File: src/rtl/core/tll_pkg.sv
// ----------------------------------------------------------------------------
// tll_pkg
// Shared types and constants of the toy language lexer: token kinds,
// character codes, command and status bundles between control and datapath.
// ----------------------------------------------------------------------------
`timescale 1ns / 1ps
`default_nettype none

package tll_pkg;

  localparam int CHAR_W  = 8;
  localparam int INDEX_W = 6;
  localparam int KIND_W  = 4;
  localparam int KW_LEN  = 8;

  // token kinds
  typedef logic [KIND_W-1:0] kind_t;
  localparam kind_t K_KEYWORD = 4'd0;
  localparam kind_t K_IDENT   = 4'd1;
  localparam kind_t K_NUMBER  = 4'd2;
  localparam kind_t K_ASSIGN  = 4'd3;
  localparam kind_t K_SEMI    = 4'd4;
  localparam kind_t K_LPAREN  = 4'd5;
  localparam kind_t K_RPAREN  = 4'd6;
  localparam kind_t K_STRING  = 4'd7;
  localparam kind_t K_OPER    = 4'd8;
  localparam kind_t K_INVALID = 4'd9;
  localparam kind_t K_END     = 4'd10;

  // character codes
  typedef logic [CHAR_W-1:0] char_t;
  localparam char_t ASC_LC_A   = 8'h61;
  localparam char_t ASC_LC_Z   = 8'h7A;
  localparam char_t ASC_UC_A   = 8'h41;
  localparam char_t ASC_UC_Z   = 8'h5A;
  localparam char_t ASC_ZERO   = 8'h30;
  localparam char_t ASC_NINE   = 8'h39;
  localparam char_t ASC_UNDER  = 8'h5F;
  localparam char_t ASC_COLON  = 8'h3A;
  localparam char_t ASC_EQUAL  = 8'h3D;
  localparam char_t ASC_SEMI   = 8'h3B;
  localparam char_t ASC_LPAREN = 8'h28;
  localparam char_t ASC_RPAREN = 8'h29;
  localparam char_t ASC_QUOTE  = 8'h22;
  localparam char_t ASC_PLUS   = 8'h2B;
  localparam char_t ASC_MINUS  = 8'h2D;
  localparam char_t ASC_STAR   = 8'h2A;
  localparam char_t ASC_SLASH  = 8'h2F;
  localparam char_t ASC_PCT    = 8'h25;

  // source of the character carried by a result
  typedef enum logic [2:0] {
    CH_NONE,
    CH_BUF,
    CH_BYTE,
    CH_COLON,
    CH_EQUAL
  } csel_t;

  typedef struct packed {
    logic  valid;
    kind_t kind;
    csel_t csel;
    logic  token_done;
    logic  run_done;
  } emit_t;

  typedef struct packed {
    logic  load;
    logic  append;
    logic  start_append;
    logic  clear;
    logic  fl_start;
    logic  fl_read;
    logic  fl_next;
    emit_t emit;
  } dp_cmd_t;

  typedef struct packed {
    logic  is_alpha;
    logic  is_digit;
    logic  is_under;
    logic  is_colon;
    logic  is_equal;
    logic  is_quote;
    logic  is_single;
    kind_t single_kind;
    logic  kw_hit;
    logic  fl_last;
    logic  len_zero;
    logic  emit_ok;
  } dp_stat_t;

  // the one keyword, "afficher", one character per position
  function automatic char_t kw_char(input logic [2:0] pos);
    char_t c;
    case (pos)
      3'd0:    c = 8'h61;
      3'd1:    c = 8'h66;
      3'd2:    c = 8'h66;
      3'd3:    c = 8'h69;
      3'd4:    c = 8'h63;
      3'd5:    c = 8'h68;
      3'd6:    c = 8'h65;
      default: c = 8'h72;
    endcase
    return c;
  endfunction

endpackage

`default_nettype wire

File: src/rtl/core/tll_ram.sv
// ----------------------------------------------------------------------------
// tll_ram
// Generic single write port, single read port RAM with registered read.
// ----------------------------------------------------------------------------
`timescale 1ns / 1ps
`default_nettype none

module tll_ram #(
  parameter int WIDTH = 8,
  parameter int DEPTH = 32
) (
  input  wire logic                     clk,
  input  wire logic                     wr_en,
  input  wire logic [$clog2(DEPTH)-1:0] wr_addr,
  input  wire logic [WIDTH-1:0]         wr_data,
  input  wire logic                     rd_en,
  input  wire logic [$clog2(DEPTH)-1:0] rd_addr,
  output logic      [WIDTH-1:0]         rd_data
);

  logic [WIDTH-1:0] mem [DEPTH];

  // write port
  always_ff @(posedge clk) begin
    if (wr_en) begin
      mem[wr_addr] <= wr_data;
    end
  end

  // registered read port
  always_ff @(posedge clk) begin
    if (rd_en) begin
      rd_data <= mem[rd_addr];
    end
  end

endmodule

`default_nettype wire

File: src/rtl/core/tll_datapath.sv
// ----------------------------------------------------------------------------
// tll_datapath
// Byte register and classifier, value buffer with length, overflow and
// keyword tracking, readout index and the result register.
// ----------------------------------------------------------------------------
`timescale 1ns / 1ps
`default_nettype none

module tll_datapath
  import tll_pkg::*;
#(
  parameter int MAX_TOKEN_LEN = 32
) (
  input  wire logic     clk,
  input  wire logic     rst,
  input  wire char_t    in_byte,
  input  wire dp_cmd_t  cmd,
  output dp_stat_t      st,
  input  wire logic     out_ready,
  output logic          out_valid,
  output kind_t         out_kind,
  output char_t         out_char,
  output logic          out_cvalid,
  output logic [INDEX_W-1:0] out_index,
  output logic          out_trunc,
  output logic          out_token_done,
  output logic          out_run_done
);

  localparam int LEN_W  = $clog2(MAX_TOKEN_LEN + 1);
  localparam int ADDR_W = $clog2(MAX_TOKEN_LEN);

  char_t             byte_q;
  logic [LEN_W-1:0]  length;
  logic              overflow;
  logic              kw_match;
  logic [LEN_W-1:0]  idx;
  char_t             rd_data;
  logic              room;
  logic              kw_pos;
  logic              wr_en;
  logic [ADDR_W-1:0] wr_addr;

  // character classes of the held byte
  always_comb begin
    st = '0;
    st.is_alpha = ((byte_q >= ASC_LC_A) && (byte_q <= ASC_LC_Z)) ||
                  ((byte_q >= ASC_UC_A) && (byte_q <= ASC_UC_Z));
    st.is_digit = (byte_q >= ASC_ZERO) && (byte_q <= ASC_NINE);
    st.is_under = (byte_q == ASC_UNDER);
    st.is_colon = (byte_q == ASC_COLON);
    st.is_equal = (byte_q == ASC_EQUAL);
    st.is_quote = (byte_q == ASC_QUOTE);
    st.single_kind = K_OPER;
    case (byte_q)
      ASC_SEMI:   begin st.is_single = 1'b1; st.single_kind = K_SEMI;   end
      ASC_LPAREN: begin st.is_single = 1'b1; st.single_kind = K_LPAREN; end
      ASC_RPAREN: begin st.is_single = 1'b1; st.single_kind = K_RPAREN; end
      ASC_PLUS, ASC_MINUS, ASC_STAR, ASC_SLASH, ASC_PCT: begin
        st.is_single = 1'b1;
      end
      default: st.is_single = 1'b0;
    endcase
    st.kw_hit   = kw_match && !overflow && (length == LEN_W'(KW_LEN));
    st.len_zero = (length == '0);
    st.fl_last  = st.len_zero || ((idx + 1'b1) == length);
    st.emit_ok  = !out_valid || out_ready;
  end

  assign room    = (length < LEN_W'(MAX_TOKEN_LEN));
  assign kw_pos  = (length < LEN_W'(KW_LEN));
  assign wr_en   = cmd.start_append || (cmd.append && room);
  assign wr_addr = cmd.start_append ? '0 : length[ADDR_W-1:0];

  // value buffer
  tll_ram #(
    .WIDTH (CHAR_W),
    .DEPTH (MAX_TOKEN_LEN)
  ) u_buf (
    .clk     (clk),
    .wr_en   (wr_en),
    .wr_addr (wr_addr),
    .wr_data (byte_q),
    .rd_en   (cmd.fl_read),
    .rd_addr (idx[ADDR_W-1:0]),
    .rd_data (rd_data)
  );

  // held byte, readout index and keyword match
  always_ff @(posedge clk) begin
    if (cmd.load) begin
      byte_q <= in_byte;
    end
    if (cmd.fl_start) begin
      idx <= '0;
    end else if (cmd.fl_next) begin
      idx <= idx + 1'b1;
    end
    if (cmd.start_append) begin
      kw_match <= (byte_q == kw_char(3'd0));
    end else if (cmd.clear) begin
      kw_match <= 1'b1;
    end else if (cmd.append && kw_pos) begin
      kw_match <= kw_match && (byte_q == kw_char(length[2:0]));
    end
  end

  // value length and overflow flag
  always_ff @(posedge clk) begin
    if (rst) begin
      length   <= '0;
      overflow <= 1'b0;
    end else if (cmd.start_append) begin
      length   <= LEN_W'(1);
      overflow <= 1'b0;
    end else if (cmd.clear) begin
      length   <= '0;
      overflow <= 1'b0;
    end else if (cmd.append) begin
      if (room) begin
        length <= length + 1'b1;
      end else begin
        overflow <= 1'b1;
      end
    end
  end

  // result register
  always_ff @(posedge clk) begin
    if (rst) begin
      out_valid <= 1'b0;
    end else if (cmd.emit.valid) begin
      out_valid <= 1'b1;
    end else if (out_ready) begin
      out_valid <= 1'b0;
    end
  end

  always_ff @(posedge clk) begin
    if (cmd.emit.valid) begin
      out_kind       <= cmd.emit.kind;
      out_cvalid     <= (cmd.emit.csel != CH_NONE);
      out_trunc      <= (cmd.emit.csel == CH_BUF) && overflow;
      out_token_done <= cmd.emit.token_done;
      out_run_done   <= cmd.emit.run_done;
      case (cmd.emit.csel)
        CH_BUF:   out_char <= rd_data;
        CH_BYTE:  out_char <= byte_q;
        CH_COLON: out_char <= ASC_COLON;
        CH_EQUAL: out_char <= ASC_EQUAL;
        default:  out_char <= '0;
      endcase
      case (cmd.emit.csel)
        CH_BUF:   out_index <= INDEX_W'(idx);
        CH_EQUAL: out_index <= INDEX_W'(1);
        default:  out_index <= '0;
      endcase
    end
  end

  // checks
  a_emit_slot_free: assert property (@(posedge clk) disable iff (rst)
    cmd.emit.valid |-> (!out_valid || out_ready))
    else $error("result loaded while the previous beat was still held");

  a_overflow_full: assert property (@(posedge clk) disable iff (rst)
    overflow |-> (length == LEN_W'(MAX_TOKEN_LEN)))
    else $error("overflow flagged with room left in the buffer");

  a_empty_result: assert property (@(posedge clk) disable iff (rst)
    (out_valid && !out_cvalid) |-> ((out_index == '0) && !out_trunc && (out_char == '0)))
    else $error("empty-valued result carries character data");

endmodule

`default_nettype wire

File: src/rtl/core/tll_ctrl.sv
// ----------------------------------------------------------------------------
// tll_ctrl
// Lexer controller: tracks the lexing mode and sequences each input beat
// through decode, buffer readout and result emission.
// ----------------------------------------------------------------------------
`timescale 1ns / 1ps
`default_nettype none

module tll_ctrl
  import tll_pkg::*;
(
  input  wire logic     clk,
  input  wire logic     rst,
  input  wire logic     in_valid,
  input  wire logic     in_present,
  input  wire logic     in_ending,
  output logic          in_ready,
  input  wire dp_stat_t st,
  output dp_cmd_t       cmd
);

  typedef enum logic [3:0] {
    S_IDLE,
    S_DECODE,
    S_IDLE_BYTE,
    S_SINGLE,
    S_ASSIGN0,
    S_ASSIGN1,
    S_END_CHECK,
    S_INVALID,
    S_END,
    S_FL_RD,
    S_FL_EM
  } state_t;

  typedef enum logic [2:0] {
    M_IDLE,
    M_WORD,
    M_NUM,
    M_COLON,
    M_STR
  } mode_t;

  state_t state;
  mode_t  mode;
  logic   present;
  logic   ending;
  kind_t  flush_kind;
  state_t flush_ret;
  logic   flush_run;
  logic   word_cont;

  assign word_cont = st.is_alpha || st.is_digit || st.is_under;
  assign in_ready  = (state == S_IDLE);

  // state, mode and flush bookkeeping
  always_ff @(posedge clk) begin
    if (rst) begin
      state <= S_IDLE;
      mode  <= M_IDLE;
    end else begin
      unique case (state)
        S_IDLE: begin
          if (in_valid) begin
            present <= in_present;
            ending  <= in_ending;
            state   <= S_DECODE;
          end
        end
        S_DECODE: begin
          if (!present) begin
            state <= S_END_CHECK;
          end else begin
            unique case (mode)
              M_WORD: begin
                if (word_cont) begin
                  state <= S_END_CHECK;
                end else begin
                  flush_kind <= st.kw_hit ? K_KEYWORD : K_IDENT;
                  flush_ret  <= S_IDLE_BYTE;
                  flush_run  <= !ending && !st.is_single;
                  state      <= S_FL_RD;
                end
              end
              M_NUM: begin
                if (st.is_digit) begin
                  state <= S_END_CHECK;
                end else begin
                  flush_kind <= K_NUMBER;
                  flush_ret  <= S_IDLE_BYTE;
                  flush_run  <= !ending && !st.is_single;
                  state      <= S_FL_RD;
                end
              end
              M_STR: begin
                if (st.is_quote) begin
                  flush_kind <= K_STRING;
                  flush_ret  <= S_END_CHECK;
                  flush_run  <= !ending;
                  state      <= S_FL_RD;
                end else begin
                  state <= S_END_CHECK;
                end
              end
              M_COLON: begin
                mode <= M_IDLE;
                if (st.is_equal) begin
                  state <= S_ASSIGN0;
                end else if (st.is_single || st.is_quote) begin
                  state <= S_IDLE_BYTE;
                end else begin
                  state <= S_END_CHECK;
                end
              end
              default: state <= S_IDLE_BYTE;
            endcase
          end
        end
        S_IDLE_BYTE: begin
          if (st.is_alpha) begin
            mode  <= M_WORD;
            state <= S_END_CHECK;
          end else if (st.is_digit) begin
            mode  <= M_NUM;
            state <= S_END_CHECK;
          end else if (st.is_colon) begin
            mode  <= M_COLON;
            state <= S_END_CHECK;
          end else if (st.is_quote) begin
            mode  <= M_STR;
            state <= S_END_CHECK;
          end else if (st.is_single) begin
            state <= S_SINGLE;
          end else begin
            state <= S_END_CHECK;
          end
        end
        S_SINGLE: begin
          if (st.emit_ok) begin
            state <= S_END_CHECK;
          end
        end
        S_ASSIGN0: begin
          if (st.emit_ok) begin
            state <= S_ASSIGN1;
          end
        end
        S_ASSIGN1: begin
          if (st.emit_ok) begin
            state <= S_END_CHECK;
          end
        end
        S_END_CHECK: begin
          if (!ending) begin
            state <= S_IDLE;
          end else begin
            unique case (mode)
              M_WORD, M_NUM: begin
                if (mode == M_WORD) begin
                  flush_kind <= st.kw_hit ? K_KEYWORD : K_IDENT;
                end else begin
                  flush_kind <= K_NUMBER;
                end
                flush_ret <= S_END;
                flush_run <= 1'b0;
                state     <= S_FL_RD;
              end
              M_STR:   state <= S_INVALID;
              default: state <= S_END;
            endcase
          end
        end
        S_INVALID: begin
          if (st.emit_ok) begin
            state <= S_END;
          end
        end
        S_END: begin
          if (st.emit_ok) begin
            mode  <= M_IDLE;
            state <= S_IDLE;
          end
        end
        S_FL_RD: state <= S_FL_EM;
        S_FL_EM: begin
          if (st.emit_ok) begin
            if (st.fl_last) begin
              mode  <= M_IDLE;
              state <= flush_ret;
            end else begin
              state <= S_FL_RD;
            end
          end
        end
        default: state <= S_IDLE;
      endcase
    end
  end

  // datapath commands
  always_comb begin
    cmd = '0;
    unique case (state)
      S_IDLE: cmd.load = in_valid;
      S_DECODE: begin
        if (present) begin
          unique case (mode)
            M_WORD: begin
              cmd.append   = word_cont;
              cmd.fl_start = !word_cont;
            end
            M_NUM: begin
              cmd.append   = st.is_digit;
              cmd.fl_start = !st.is_digit;
            end
            M_STR: begin
              cmd.append   = !st.is_quote;
              cmd.fl_start = st.is_quote;
            end
            default: cmd.append = 1'b0;
          endcase
        end
      end
      S_IDLE_BYTE: begin
        cmd.start_append = st.is_alpha || st.is_digit;
        cmd.clear        = st.is_quote;
      end
      S_SINGLE: begin
        if (st.emit_ok) begin
          cmd.emit = '{valid: 1'b1, kind: st.single_kind, csel: CH_BYTE,
                       token_done: 1'b1, run_done: !ending};
        end
      end
      S_ASSIGN0: begin
        if (st.emit_ok) begin
          cmd.emit = '{valid: 1'b1, kind: K_ASSIGN, csel: CH_COLON,
                       token_done: 1'b0, run_done: 1'b0};
        end
      end
      S_ASSIGN1: begin
        if (st.emit_ok) begin
          cmd.emit = '{valid: 1'b1, kind: K_ASSIGN, csel: CH_EQUAL,
                       token_done: 1'b1, run_done: !ending};
        end
      end
      S_END_CHECK: cmd.fl_start = ending && ((mode == M_WORD) || (mode == M_NUM));
      S_INVALID: begin
        if (st.emit_ok) begin
          cmd.emit = '{valid: 1'b1, kind: K_INVALID, csel: CH_NONE,
                       token_done: 1'b1, run_done: 1'b0};
        end
      end
      S_END: begin
        if (st.emit_ok) begin
          cmd.emit  = '{valid: 1'b1, kind: K_END, csel: CH_NONE,
                        token_done: 1'b1, run_done: 1'b1};
          cmd.clear = 1'b1;
        end
      end
      S_FL_RD: cmd.fl_read = 1'b1;
      S_FL_EM: begin
        if (st.emit_ok) begin
          cmd.emit = '{valid: 1'b1, kind: flush_kind,
                       csel: st.len_zero ? CH_NONE : CH_BUF,
                       token_done: st.fl_last, run_done: st.fl_last && flush_run};
          cmd.clear   = st.fl_last;
          cmd.fl_next = !st.fl_last;
        end
      end
      default: cmd = '0;
    endcase
  end

endmodule

`default_nettype wire

File: src/rtl/core/toy_language_lexer_top.sv
// ----------------------------------------------------------------------------
// toy_language_lexer_top
// Lexer for a small toy language: source bytes in, token characters out.
//
//   channel  dir  beat carries
//   s_*      in   one source byte, byte-present flag, end of text
//   m_*      out  one character of a token value with kind and flags
//
// An input beat that yields no result passes decode and the end check in the
// controller, some beats also the idle-byte step. Each buffered value
// character (words, numbers, strings) takes a buffer read then the result load;
// single-character and assignment results skip the read. The value buffer has
// a single read port. A stalled output beat holds the controller at the next
// result load. Synchronous reset returns the lexer to idle with an empty value.
// ----------------------------------------------------------------------------
`timescale 1ns / 1ps
`default_nettype none

module toy_language_lexer_top
  import tll_pkg::*;
#(
  parameter int MAX_TOKEN_LEN = 32
) (
  input  wire logic        clk,
  input  wire logic        rst,
  input  wire logic        s_tvalid,
  output logic             s_tready,
  input  wire logic [7:0]  s_tdata,   // [7:0] text_byte
  input  wire logic [0:0]  s_tuser,   // [0] byte_present
  input  wire logic        s_tlast,   // end_of_text
  output logic             m_tvalid,
  input  wire logic        m_tready,
  output logic [15:0]      m_tdata,   // [7:0] value_char, [13:8] char_index, [15:14] zero
  output logic [6:0]       m_tuser,   // [3:0] token_kind, [4] char_valid,
                                      // [5] value_truncated, [6] run_done
  output logic             m_tlast    // token_done
);

  dp_cmd_t             cmd;
  dp_stat_t            st;
  kind_t               out_kind;
  char_t               out_char;
  logic                out_cvalid;
  logic [INDEX_W-1:0]  out_index;
  logic                out_trunc;
  logic                out_token_done;
  logic                out_run_done;

  // controller
  tll_ctrl u_ctrl (
    .clk        (clk),
    .rst        (rst),
    .in_valid   (s_tvalid),
    .in_present (s_tuser[0]),
    .in_ending  (s_tlast),
    .in_ready   (s_tready),
    .st         (st),
    .cmd        (cmd)
  );

  // datapath
  tll_datapath #(
    .MAX_TOKEN_LEN (MAX_TOKEN_LEN)
  ) u_dp (
    .clk            (clk),
    .rst            (rst),
    .in_byte        (s_tdata),
    .cmd            (cmd),
    .st             (st),
    .out_ready      (m_tready),
    .out_valid      (m_tvalid),
    .out_kind       (out_kind),
    .out_char       (out_char),
    .out_cvalid     (out_cvalid),
    .out_index      (out_index),
    .out_trunc      (out_trunc),
    .out_token_done (out_token_done),
    .out_run_done   (out_run_done)
  );

  // output beat packing
  assign m_tdata = {2'b00, out_index, out_char};
  assign m_tuser = {out_run_done, out_trunc, out_cvalid, out_kind};
  assign m_tlast = out_token_done;

endmodule

`default_nettype wire

File: config.mk
export PLATFORM = sky130hd
export DESIGN_NAME = toy_language_lexer_top
export DESIGN_NICKNAME = d
export VERILOG_FILES = /design/src/rtl/core/tll_pkg.sv /design/src/rtl/core/tll_ram.sv /design/src/rtl/core/tll_datapath.sv /design/src/rtl/core/tll_ctrl.sv /design/src/rtl/core/toy_language_lexer_top.sv
export SDC_FILE = /design/constraint.sdc
export NUM_CORES = 1
export LEC_CHECK = 0
export BUFFER_PORTS_ARGS = -buffer_cell sky130_fd_sc_hd__clkbuf_2
export CORE_ASPECT_RATIO = 1.4
export CORE_MARGIN = 2
export CORE_UTILIZATION = 62
export CTS_CLUSTER_DIAMETER = 150
export CTS_CLUSTER_SIZE = 20
export DETAILED_ROUTE_END_ITERATION = 8
export PLACE_DENSITY = 0.86
export SLEW_MARGIN = 10
export SYNTH_ARGS = -nofsm -noshare
export SYNTH_HDL_FRONTEND = slang
export SYNTH_HIERARCHICAL = 1
export SYNTH_SLANG_ARGS = --single-unit
File: constraint.sdc
create_clock -name clk -period 5.4 [get_ports clk]
set_input_delay 1.08 -clock clk [delete_from_list [all_inputs] [get_ports clk]]
set_output_delay 1.08 -clock clk [all_outputs]
set_load 0.1 [all_outputs]
After elaboration in Yosys (flattened, before gate mapping):

Memory sizes are Yosys's and may differ from the RTL's. A register that Yosys moved wholly into a read port is not among the register bits.
Cells that the tools add are included.

* register bits: 63
* RAM bits: 256
* bits of input ports: 14
* output and inout bits: 26
* word-level logic and storage cells: 238
* memories: 1

Memory list
* u_dp.u_buf.mem: words 32, width 8, read ports 1, clocked after Yosys merged registers in 1, write ports 1, RTL line tll_ram.sv:21 `logic [WIDTH-1:0] mem [DEPTH];`

* add/sub/neg operators: 2
* $lt $le $gt $ge: 8
* equal/unequal tests: 56
* mux-type cells: 98
* bitwise gates (word level): 2
* reductions and logical operators: 50

Operator list (count)
* $mux 4: 29
* $eq 8x6->1 const B: 11
* $pmux 10 s6: 1
* $mux 10: 5
* $pmux 4 s10: 1
* $pmux 4 s3: 3
* $mux 3: 11
* $pmux 8 s4: 1
* $pmux 5 s6: 1
* $mux 1: 29
* $mux 8: 3
* $pmux 4 s2: 3
* $eq 3x2->1 const B: 6
* $eq 4x3->1 const B: 4
* $eq 8x7->1 const B: 2
* $ge 8x7->1 const B: 2
* $le 8x7->1 const B: 2
* $pmux 4 s4: 1
* $eq 3x3->1 const B: 5
* $ne 2x2->1 const B: 7
* $add 6x1->6 const B: 2
* $eq 4x4->1 const B: 3
* $logic_and 1x1->1: 12
* $pmux 1 s3: 4
* other kinds (37): 68

Logic depth before layout (Yosys ltp):

* word-level depth: 17
* mapped depth: 15
* depth with buffers taken out: 12

Cells and area by module:

The synthesis kept the hierarchy.

By module, submodules not included
* tll_ram: times used 1, cells each 417, area an instance 10133.5 µm², seq. area each 7927.6 µm²
* tll_datapath: times used 1, cells each 238, area an instance 2406.1 µm², seq. area each 1211.2 µm²
* tll_ctrl: times used 1, cells each 191, area an instance 1412.6 µm², seq. area each 410.4 µm²
* toy_language_lexer_top: times used 1, cells each 6, area an instance 41.3 µm², seq. area each 0.0 µm²

Worst setup path after synthesis:

No wires, ideal clock.

* path kind: register -> register
* start point: register u_ctrl.state[0]
* end point: register u_ctrl.ending (enable)
* library setup time: 311 ps
* arrival: 4399 ps
* required time: 5089 ps
* path slack: 690 ps
* stages on the path, launching flop included: 7
* clock period less this slack: 4710 ps
* path through: dfxtp_1 clkbuf_2 buf_2 buf_2 nor4_1 and2_1 nor2b_1

* word-level cells in the longest chain between the ends: 2

Ends and longest elaborated chain
* from (decl): RTL line tll_ctrl.sv:44 `state_t state;`
* from (signal assigned): RTL line tll_ctrl.sv:59 `state <= S_IDLE;`
* from (signal assigned): RTL line tll_ctrl.sv:67 `state <= S_DECODE;`
* from (signal assigned): RTL line tll_ctrl.sv:72 `state <= S_END_CHECK;`
* $logic_not 4->1
* net s_tready: RTL line toy_language_lexer_top.sv:27 `output logic s_tready,`
* $reduce_and 3->1 (no line)
* to (signal assigned): RTL line tll_ctrl.sv:66 `ending <= in_ending;`
* to (decl): RTL line tll_ctrl.sv:47 `logic ending;`

The timed path passes the listed nets, and every way through them passes these cells.
A chain may end at the register's enable or synchronous reset.

==> impl_metrics.ini <==
[power_and_ir_drop]
peakVddDrop_v = 0.000317
leakagePower_nw = 4.62
p_per_area_mw_per_mm2 = 386

[drt]
drc_errors = 0
wl_per_cell_microns = 25.9
ant_nets = 0
drt_iter0_markers = 1063
drt-vias-per-instance = 6.71
vias = 7970
drt_pre_antenna_iters = 5
routed_wl_microns = 30800

[floorplan]
rows = 65
core_sq_mm = 0.0224
die_area_sq_mm = 0.0238
fp.dieH_microns = 182
pin_count = 40
start_util = 0.626
die_w_microns = 131

[synth]
synth_ff_type = edfxtp_1
netlist_area_sq_mm = 0.0140
synth_most_common_cell = edfxtp_1
synth_fa_ha_area_frac = 0.00536
synth_top_family_by_area = multiplexers
yosysWarningCount = 6
muxShareOfSynthArea = 0.137
synth-compound-area-share = 0.0497
synth_xor_area_frac = 0.0131
yosys.area_share.simple = 0.0861
syn-mean-instance-area_sq_um = 16.4
syn_inst = 852
ys_seq_elements = 325
ys_seq_area_frac = 0.682
ys_types = 72
synth-edff-count = 304
yosys.area.top_type = edfxtp_1
synth_top_area_frac = 0.652
netlist_top_cells_count = edfxtp_1, nor2_1, mux4_2, a21oi_1, o21ai_0
async_flop_share = 0
yosys-top-cells-area = edfxtp_1, mux4_2, dfxtp_1

[sta]
hold_ws_ns = 0.602
relSlewSlack = 0.264
max_freq_mhz = 225
finalHoldViolations = 0
final.setup_skew_ns = 0.0181
tns_ns = 0
tightest_slew_ns = 1.09
finalCritPeriodShare = 0.822
rsz0062_at_grt = false
min_period_ns = 4.44
drv_slew = 0
setup_viol = 0

[placement]
placed_cells = 1152
place_hpwl_microns = 20100
dpl_cell_area_sq_mm = 0.0144
gp_congestion = 0.912
port_buffers = 37

[clock_tree]
clk_latency_ns = 0.52
cts-root-buf = clkbuf_16
clock_sinks = 325
cts.clk_slew.worst_paths_ns = 0.09
clockBufferDepth = 3
post_cts_buffers = 0
cts_hold_buffers = 0
h-tree-depth = 1
cts_tree = built
post_cts_resized = 0
cts-buffers-inserted = 20

[setup_path]
required_ns = 5.54
crit_arrival_ns = 4.58
start_kind = flop
max_stage_delay_ns = 0.82
ff2ff_path_depth = 11
crit_path_end_kind = flop
crit_path_cell_trace = inv_1, nor3_1, and4_1, nor3_1, o31a_1, o21ai_0, nor2b_1, nor2b_1, or2_2, nand3b_1, nor2_1
path_class = reg2reg
cp_top_family = simple AND/OR/NAND/NOR gates
cp.depth = 11
crit_fanout = 14
critPathSlowestCell = nor2_1
crit_buf_inv = 1

[final_layout]
utilization = 0.670
ff_latch_area_sq_mm = 0.00955
nets = 893
n_antenna_cell = 0
synthToLayoutAreaGrowth_pct = 7.02
fillers = 1381
multi_input_area_sq_mm = 0.00409
final-instance-count-excl-fill = 1188
fin_area_sq_mm = 0.0150
layout-drive-gt1-share = 0.203

[hold_path]
hold_path.class = reg2reg
whs_path_depth = 2

[global_route]
grt_overflow_total = 0
grt_max_degree = 45
met2_usage = 0.453
antenna_found_initial = 0
grt_pass1_wl_microns = 45500
track_usage = 0.261
grt_util_met3 = 0.0321
grt_pass1_vias = 7637
grt.busiest_layer = met2
grt_use_met1 = 0.333

[run]
drv_cap = 0

[run_status]
status = completed
-- metal layers --
metal  share of wire  vias to the layer above
met1            0.37                     4045
met3           0.071                       81
met4           0.043                        0
met2            0.52                      446
met5               0                        -
li1                -                     3398
-- worst reg2reg max path, delay by kind of cell, from the launching register on --
kind | cells | cell delay (ns)
AO/OA/AOI/OAI | 2 | 0.41
buffers and inverters | 1 | 0.22
AND/OR/NAND/NOR | 8 | 2.77
flip-flops | 1 | 0.66
-- cell usage in the layout, fill, tap and decap left out, drive strengths merged, types with 5 or more instances in the layout --
master and instances:
and2 9, a22oi 5, edfxtp 304, mux4 80, o21a 5, nor3 19, buf 16, nand3b 9
nand4 8, xnor2 9, xor2 12, o21ai 27, and3 5, o22ai 6, a21oi 29, nand2b 10
nor3b 5, nand2 24, nor2b 20, mux2 9, nor2 82, nor4 8, ha 6, a31oi 7
nand3 9, inv 16, clkbuf 71, dfxtp 21
-- layout make-up --
class                   count  share of cell area
flip-flops and latches    325               0.638
multi-input cells         457               0.273
clock buffers              34              0.0369
well taps                 301              0.0251
repair buffers             53              0.0204
inverters                  16             0.00409
clock inverters             2             0.00217
-- kinds of logic (layout without fill, tap and decap cells) --
logic type,Yosys count,in the layout
multiplexers,91,91
AO/OA/AOI/OAI,108,108
AND/OR/NAND/NOR,229,229
adder cells (fa/ha/maj),6,6
flip-flops,325,325
other,1,2
XOR/XNOR,21,21
buffers and inverters,71,105
-- registers in the layout, summed over array words and instances (netlist names), 4 cells and up --
name	count
u_dp/u_buf/mem	256
u_dp/byte_q	8
u_dp/out_char	8
u_dp/u_buf/rd_data	8
u_dp/idx	6
u_dp/length	6
u_dp/out_index	6
u_ctrl/state	4
u_dp/out_kind	4
-- power breakdown --
group | internal (W) | switching [W] | total [W]
registers | 0.00301 | 0.000104 | 0.00312
logic | 0.000229 | 0.000940 | 0.00117
clock network | 0.000714 | 0.000784 | 0.00150
-- worst paths after layout --
path                           end  slack [ns]             startpoint
max          u_dp/u_buf/mem[18][5]        0.96         u_dp/byte_q[4]
min               u_dp/out_char[0]        0.60  u_dp/u_buf/rd_data[0]
max reg2reg  u_dp/u_buf/mem[18][5]        0.96         u_dp/byte_q[4]
min reg2reg       u_dp/out_char[0]        0.60  u_dp/u_buf/rd_data[0]
-- through the flow --
| stage | setup WS, ns | total power [W] |
|---|---|---|
| floorplan | 0.690 | 0.00404 |
| global placement | 1.22 | 0.00432 |
| detailed placement | 1.07 | 0.00434 |
| CTS | 1.02 | 0.00580 |
| global route | 0.628 | 0.00596 |
| finish | 0.961 | 0.00578 |
Note: power is estimated with default switching activity, not from simulation.
